$ cat config.mk
export PLATFORM = sky130hd
export DESIGN_NAME = camera_frame_parser_core
export DESIGN_NICKNAME = d
export VERILOG_FILES = /design/src/rtl/cfp_pkg.sv /design/src/rtl/cfp_frame_track.sv /design/src/rtl/cfp_record_latch.sv /design/src/rtl/camera_frame_parser_core.sv
export SDC_FILE = /design/constraint.sdc
export NUM_CORES = 1
export LEC_CHECK = 0
export BUFFER_PORTS_ARGS = -buffer_cell sky130_fd_sc_hd__buf_2
export CAP_MARGIN = 5
export CORE_MARGIN = 1
export CORE_UTILIZATION = 45
export CTS_CLUSTER_SIZE = 24
export DETAILED_ROUTE_END_ITERATION = 6
export GPL_TIMING_DRIVEN = 0
export PLACE_DENSITY_LB_ADDON = 0.12
export SYNTH_ARGS = -nofsm -noshare
export SYNTH_HDL_FRONTEND = slang
export SYNTH_SLANG_ARGS = --single-unit
$ cat constraint.sdc
create_clock -name clock -period 2.5 [get_ports clock]
set_input_delay 0.125 -clock clock [delete_from_list [all_inputs] [get_ports clock]]
set_output_delay 0.125 -clock clock [all_outputs]
set_load 0.05 [all_outputs]
$ cat src/rtl/cfp_pkg.sv
// Shared types and constants for the camera frame parser.
`timescale 1ns / 1ps
package cfp_pkg;

   localparam int unsigned PAYLOAD_LEN   = 12;
   localparam int unsigned PAYLOAD_FIRST = 2;
   localparam logic [3:0]  POS_LAST      = 4'd14;
   localparam logic [3:0]  POS_FIRST     = 4'd2;
   localparam logic [3:0]  POS_HUNT_IDLE = 4'd0;
   localparam logic [3:0]  POS_HUNT_PREV = 4'd1;

   localparam logic [1:0]  CSR_HEADER_FIRST  = 2'd0;
   localparam logic [1:0]  CSR_HEADER_SECOND = 2'd1;
   localparam logic [1:0]  CSR_ERROR_MARKER  = 2'd2;

   typedef struct packed {
      logic [7:0] header_first;
      logic [7:0] header_second;
      logic [7:0] error_marker;
   } cfg_type;

   typedef logic [PAYLOAD_LEN-1:0][7:0] payload_type;

   typedef struct packed {
      logic        done;     // final byte of a frame accepted this cycle
      logic        good;     // checksum matched
      payload_type payload;  // frame positions 2 to 13
   } frame_end_type;

endpackage

$ cat src/rtl/cfp_frame_track.sv
// Header hunt, position counter, running checksum and payload capture.
`timescale 1ns / 1ps
module cfp_frame_track (
   input  logic                   clock,
   input  logic                   reset,
   input  cfp_pkg::cfg_type       cfg,
   input  logic                   accept,
   input  logic [7:0]             rx_byte,
   output logic                   at_last,
   output cfp_pkg::frame_end_type frame_end
);
   import cfp_pkg::*;

   logic        synced_ff, synced_in;
   logic [7:0]  prev_ff, prev_in;
   logic [3:0]  pos_ff, pos_in;
   logic [7:0]  sum_ff, sum_in;
   payload_type payload_ff;
   logic [3:0]  slot;

   assign at_last = synced_ff && (pos_ff == POS_LAST);
   assign slot    = pos_ff - POS_FIRST;

   always_comb begin
      synced_in = synced_ff;
      prev_in   = prev_ff;
      pos_in    = pos_ff;
      sum_in    = sum_ff;
      if (accept) begin
         if (!synced_ff) begin
            if (pos_ff == POS_HUNT_IDLE) begin
               prev_in = rx_byte;
               pos_in  = POS_HUNT_PREV;
            end else if (prev_ff == cfg.header_first && rx_byte == cfg.header_second) begin
               synced_in = 1'b1;
               pos_in    = POS_FIRST;
               sum_in    = cfg.header_first + cfg.header_second;
            end else begin
               prev_in = rx_byte;
            end
         end else if (pos_ff != POS_LAST) begin
            sum_in = sum_ff + rx_byte;
            pos_in = pos_ff + 4'd1;
         end else begin
            // frame complete: back to hunting
            synced_in = 1'b0;
            prev_in   = 8'd0;
            pos_in    = POS_HUNT_IDLE;
            sum_in    = 8'd0;
         end
      end
   end

   always_ff @(posedge clock) begin
      if (reset) begin
         synced_ff <= 1'b0;
         prev_ff   <= 8'd0;
         pos_ff    <= POS_HUNT_IDLE;
         sum_ff    <= 8'd0;
      end else begin
         synced_ff <= synced_in;
         prev_ff   <= prev_in;
         pos_ff    <= pos_in;
         sum_ff    <= sum_in;
      end
   end

   // payload bytes land at their frame slot; no reset needed
   always_ff @(posedge clock) begin
      if (accept && synced_ff && pos_ff != POS_LAST) begin
         payload_ff[slot] <= rx_byte;
      end
   end

   assign frame_end.done    = accept && at_last;
   assign frame_end.good    = (sum_ff == rx_byte);
   assign frame_end.payload = payload_ff;

endmodule

$ cat src/rtl/cfp_record_latch.sv
// Target record latches and the result register.
`timescale 1ns / 1ps
module cfp_record_latch (
   input  logic                   clock,
   input  logic                   reset,
   input  logic [7:0]             error_marker,
   input  cfp_pkg::frame_end_type frame_end,
   input  logic                   rsp_ready,
   output logic                   rsp_valid,
   output logic                   frame_good,
   output logic                   checksum_bad,
   output logic                   lower_updated,
   output logic [2:0][15:0]       lower_rec,
   output logic                   upper_updated,
   output logic [2:0][15:0]       upper_rec
);
   import cfp_pkg::*;

   logic             valid_ff, valid_in;
   logic             good_ff, lo_upd_ff, up_upd_ff;
   logic             lo_ok, up_ok;
   logic [2:0][15:0] lower_ff, upper_ff, lo_new, up_new;
   payload_type      p;

   assign p     = frame_end.payload;
   assign lo_ok = frame_end.good && p[0] != error_marker && p[1] != error_marker;
   assign up_ok = frame_end.good && p[6] != error_marker && p[7] != error_marker;

   always_comb begin
      for (int k = 0; k < 3; k++) begin
         lo_new[k] = {p[2*k], p[2*k+1]};
         up_new[k] = {p[6+2*k], p[7+2*k]};
      end
   end

   always_comb begin
      valid_in = valid_ff;
      if (frame_end.done) begin
         valid_in = 1'b1;
      end else if (rsp_ready) begin
         valid_in = 1'b0;
      end
   end

   always_ff @(posedge clock) begin
      if (reset) begin
         valid_ff  <= 1'b0;
         good_ff   <= 1'b0;
         lo_upd_ff <= 1'b0;
         up_upd_ff <= 1'b0;
         lower_ff  <= '0;
         upper_ff  <= '0;
      end else begin
         valid_ff <= valid_in;
         if (frame_end.done) begin
            good_ff   <= frame_end.good;
            lo_upd_ff <= lo_ok;
            up_upd_ff <= up_ok;
            if (lo_ok) begin
               lower_ff <= lo_new;
            end
            if (up_ok) begin
               upper_ff <= up_new;
            end
         end
      end
   end

   assign rsp_valid     = valid_ff;
   assign frame_good    = good_ff;
   assign checksum_bad  = !good_ff;
   assign lower_updated = lo_upd_ff;
   assign upper_updated = up_upd_ff;
   assign lower_rec     = lower_ff;
   assign upper_rec     = upper_ff;

endmodule

$ cat src/rtl/camera_frame_parser_core.sv
// Top level of the camera frame parser: config registers and submodule wiring.
//
// Usage: feed received serial bytes on the req_ channel, one word per accepted
// handshake. The block hunts for the two-byte header set by the csr_ port,
// collects frame positions 2 to 14, checks the 8-bit additive checksum and
// emits one rsp_ word per completed frame: good frame with the latched lower
// and upper target records, or a checksum error with the records unchanged.
// Bytes outside a frame give no result.
// Throughput: one byte per cycle while req_ready is high. Latency: the result
// word is valid the cycle after the final frame byte (position 14) is accepted.
// req_ready drops only while the next byte would close a frame and the result
// register still holds a word the receiver has not taken; all other bytes
// are taken even while the receiver stalls.
// Reset clears the header and marker registers, hunt state and both records.
// Write csr_ registers only while no frame is in progress.
`timescale 1ns / 1ps
module camera_frame_parser_core (
   input  logic               clock,
   input  logic               reset,
   input  logic               csr_we,
   input  logic [1:0]         csr_index,
   input  logic [7:0]         csr_wdata,
   input  logic               req_valid,
   output logic               req_ready,
   input  logic [7:0]         req_rx_byte,
   output logic               rsp_valid,
   input  logic               rsp_ready,
   output logic               rsp_frame_good,
   output logic               rsp_checksum_bad,
   output logic               rsp_lower_updated,
   output logic signed [15:0] rsp_lower_angle,
   output logic signed [15:0] rsp_lower_x,
   output logic signed [15:0] rsp_lower_y,
   output logic               rsp_upper_updated,
   output logic signed [15:0] rsp_upper_angle,
   output logic signed [15:0] rsp_upper_x,
   output logic signed [15:0] rsp_upper_y
);
   import cfp_pkg::*;

   cfg_type          cfg_ff;
   frame_end_type    frame_end;
   logic             at_last;
   logic             accept;
   logic [2:0][15:0] lower_rec, upper_rec;

   always_ff @(posedge clock) begin
      if (reset) begin
         cfg_ff <= '0;
      end else if (csr_we) begin
         case (csr_index)
            CSR_HEADER_FIRST:  cfg_ff.header_first  <= csr_wdata;
            CSR_HEADER_SECOND: cfg_ff.header_second <= csr_wdata;
            CSR_ERROR_MARKER:  cfg_ff.error_marker  <= csr_wdata;
            default: ;
         endcase
      end
   end

   // hold only the frame-closing byte while a result is stuck
   assign req_ready = !at_last || !rsp_valid || rsp_ready;
   assign accept    = req_valid && req_ready;

   cfp_frame_track u_track (
      .clock     (clock),
      .reset     (reset),
      .cfg       (cfg_ff),
      .accept    (accept),
      .rx_byte   (req_rx_byte),
      .at_last   (at_last),
      .frame_end (frame_end)
   );

   cfp_record_latch u_records (
      .clock         (clock),
      .reset         (reset),
      .error_marker  (cfg_ff.error_marker),
      .frame_end     (frame_end),
      .rsp_ready     (rsp_ready),
      .rsp_valid     (rsp_valid),
      .frame_good    (rsp_frame_good),
      .checksum_bad  (rsp_checksum_bad),
      .lower_updated (rsp_lower_updated),
      .lower_rec     (lower_rec),
      .upper_updated (rsp_upper_updated),
      .upper_rec     (upper_rec)
   );

   assign rsp_lower_angle = lower_rec[0];
   assign rsp_lower_x     = lower_rec[1];
   assign rsp_lower_y     = lower_rec[2];
   assign rsp_upper_angle = upper_rec[0];
   assign rsp_upper_x     = upper_rec[1];
   assign rsp_upper_y     = upper_rec[2];

endmodule

==> results.md <==
* Crit Path Class: reg -> reg
* CORE AREA at between 20,000 and 25,000 µm²
* Final Cycle Share at 97.09%
* DRC at 0
* Clock Path Buffers at 3
* Count of pins over their slew limit at 0
* WL final at between 20 and 30 mm
* Yosys warns at 0
* Status: completed
* Slew headroom at 52.30%
* Number of port buffers at 123
* Max H-tree Level at 1
* 1st-iter DRT viols at approximately 550
* Total die area at 22,650 µm²
* Per-cell routed wire length at 19.06 µm
* Layout cells sized above 1 at between 10% and 20%
* EDFF count, synth at 96
* Vias per cell at ~5.5
* Grt ovf at 0
* Most common cell after layout, fill and taps aside: dfxtp_1
* Xor/xnor cell area share of the yosys netlist at between 4 and 5%
* CP max FO at 10
* Syn Area/Cell at 10.57 µm²
* Post-synthesis register bit count at 241
* Req. time, crit path at 2890 ps
* Async SR Flop Fraction at 0%
* Worst R2R Start: u_track.pos_ff[3]$_SDFFE_PP0P_
* Vias at between 7k and 8k
* HPWL Detailed at 18.03 mm
* Final setup skew at 11.23 ps
* Sequential area share after synthesis at 58.31%
* CTS buffer count at 26
* Final ANT Viol Nets at 0
* Post-layout util at 56.07%
* Row count at 53
* Compound-gate portion of the synthesized area at around 14%
* Worst-margin pin slew at 715.5 ps
* RSZ-0062 raised after global routing: yes
* Die span in y at roughly 150 µm
* Synth Area in Simple Gates at 12.14%
* Mapped Cells at 939
* Max-Cap Viols at 0
* Synth Area in Adders at ~2.4%
* Number of global-route vias before repair at 7,256
* Syn Nets at 980
* Worst Reg-to-Reg Cells at 9
* Worst setup EP type: register
* Proportion of netlist area held by the largest area contributor at ~30%
* CTS tree: done
* Crit start category: register
* First-pass GRT wire length at 40.92 mm
* R2R setup slack at between 70 and 80 ps
* CP startpoint: u_track.pos_ff[3]$_SDFFE_PP0P_
* Largest net degree at the start of global routing at 17
* Clock root cell: clkbuf_16
* Netlist cell types at 56
* Setup_tns at 0 ps
* P_leak at 0.004573 µW
* Post-synth top area cell: dfxtp_1
* Skew-Pair Late Insertion Delay at 530 ps
* Ys flop type: dfxtp_1
* Initial Util at 46.61%
* Worst hold path type: in -> reg
* Clock transition at path regs at 60 ps
* Total GRT Usage at roughly a quarter
* CTS sink cnt at approximately 240
* Most frequent cells in the layout: 143 x dfxtp_1, 133 x buf_2, 107 x nand3_1, 105 x a21oi_1, 96 x edfxtp_1
* Drt pass-1 iters at 5
* Peak VDD IR at 459.5 µV
* Die W at 150.5 µm
* IO Count at between 100 and 150
* Final hold violations at 0
* Fmax at 412.0 MHz
* Pwr Density at 677.8 nW/µm²
* Post-Syn Area at 9922 µm²
* GPL Wtd Cong at 0.8190
* Tmin final at 2427 ps
* CP Capture Point: u_records.lower_rec[26]$_SDFFE_PP0P_
* Critical Path AT at 2820 ps
* Fill count at 1,910
* Area growth, synth to finish at 20.29%
* Largest family of logic cells by synthesized area: compound AO/OA/AOI/OAI gates
* Critical R2R Capture: u_records.lower_rec[26]$_SDFFE_PP0P_
* Multiplexer share of the synthesized area at under 10%
* Hold_ws at just under 90 ps
* Setup violators final at 0
* Diode count at 0
* Largest cells by area after synthesis: dfxtp_1 29%, edfxtp_1 29%, nand3_1 5.4%
* Initial antenna violation count at 0
* Final nets at 1,141
==> power breakdown <==
group / internal, µW / switching (µW) / leakage (µW)
logic: 151 / 288 / 0.00216
registers: 4120 / 36.3 / 0.00203
clock network: 1990 / 1510 / 0.000381
==> worst min-delay path by stage <==
stage,end,slack [ps],startpoint,cells after the start
4_1_cts,u_track.frame_end[63]$_DFFE_PP_,80,req_rx_byte[7],1
3_5_place_dp,cfg_ff[19]$_SDFFE_PP0P_,410,csr_wdata[3],3
5_1_grt,u_track.frame_end[13]$_DFFE_PP_,90,req_rx_byte[5],1
6_report,u_track.frame_end[31]$_DFFE_PP_,90,req_rx_byte[7],1
3_3_place_gp,cfg_ff[3]$_SDFFE_PP0P_,400,csr_wdata[3],3
2_1_floorplan,u_track.frame_end[0]$_DFFE_PP_,220,req_rx_byte[0],0
==> critical path, cell delays in order, from the launching register on <==
cell      delay (ps)
dfxtp_1          300
clkbuf_4         180
nand4b_4         140
or4b_1           470
buf_2            200
or2_1            250
buf_6            160
clkbuf_1         220
o21ai_0          250
a21oi_1          100
==> area by class of cell <==
| type | count | area [µm²] | area share [%] |
|---|---|---|---|
| Sequential cell | 241 | 5788 | 48.50 |
| Multi-Input combinational cell | 608 | 3827 | 32.07 |
| Timing Repair Buffer | 139 | 810.8 | 6.793 |
| Clock buffer | 39 | 719.4 | 6.028 |
| Buffer | 74 | 354.1 | 2.967 |
| Tap cell | 275 | 344.1 | 2.883 |
| Clock inverter | 9 | 53.80 | 0.4508 |
| Inverter | 10 | 37.54 | 0.3145 |
==> metal layers <==
layer  wire [µm]  GRT usage (%)  vias up  part of all wire, %
met4         531          5.657        0                  2.0
met2       12250          38.66      226                   46
met5           0              0        -                    0
met1       12310          33.87     3712                   46
met3        1496          3.212       41                  5.6
li1            -              -     3747                    -
==> flip-flops by register name (all words and copies together), names as in the netlist <==
signal and cells:
u_track.frame_end 96, u_records.lower_rec 48, u_records.upper_rec 48, cfg_ff 24
u_track.prev_ff 8, u_track.sum_ff 8, u_track.pos_ff 4, u_records.frame_good 1
u_records.lower_updated 1, u_records.rsp_valid 1, u_records.upper_updated 1, u_track.synced_ff 1
==> timing repair <==
action / CTS / global route
pin swaps: 1 / 3
hold buffers: 10 / 0
gates resized for setup: 18 / 34
buffers inserted: 2 / 4
hold endpoints to repair: 26 / 0
setup endpoints to repair: 129 / 187
==> metrics by stage <==
step	cells	cell area [µm²]	power (µW)	setup WS (ps)
final	1395	11940	8090	72.77
after CTS	1394	11830	8133	14.22
after global routing	1395	11940	8347	-75.74
after global placement	1337	10880	4641	-549.4
after detailed placement	1337	10890	4645	-546.5
after floorplan	939	9922	4483	30.33
==> cells by family after synthesis <==
logic type,count (synthesis)
compound gates,256
flops,241
simple gates,240
buf+inv,90
xor+xnor,53
mux,41
fa+ha+maj,18
==> cell usage after synthesis (9+ instances only) <==
cell,count
xnor2_1,35
clkbuf_1,60
buf_2,10
nor2_1,48
mux2i_1,39
edfxtp_1,96
nand4_1,11
o21ai_0,78
nor3_1,9
inv_1,10
ha_1,16
nand3_1,107
a21oi_1,105
dfxtp_1,145
o21ai_1,29
nand2_1,29
xor2_1,18
Power figures use the tool's default switching activity.
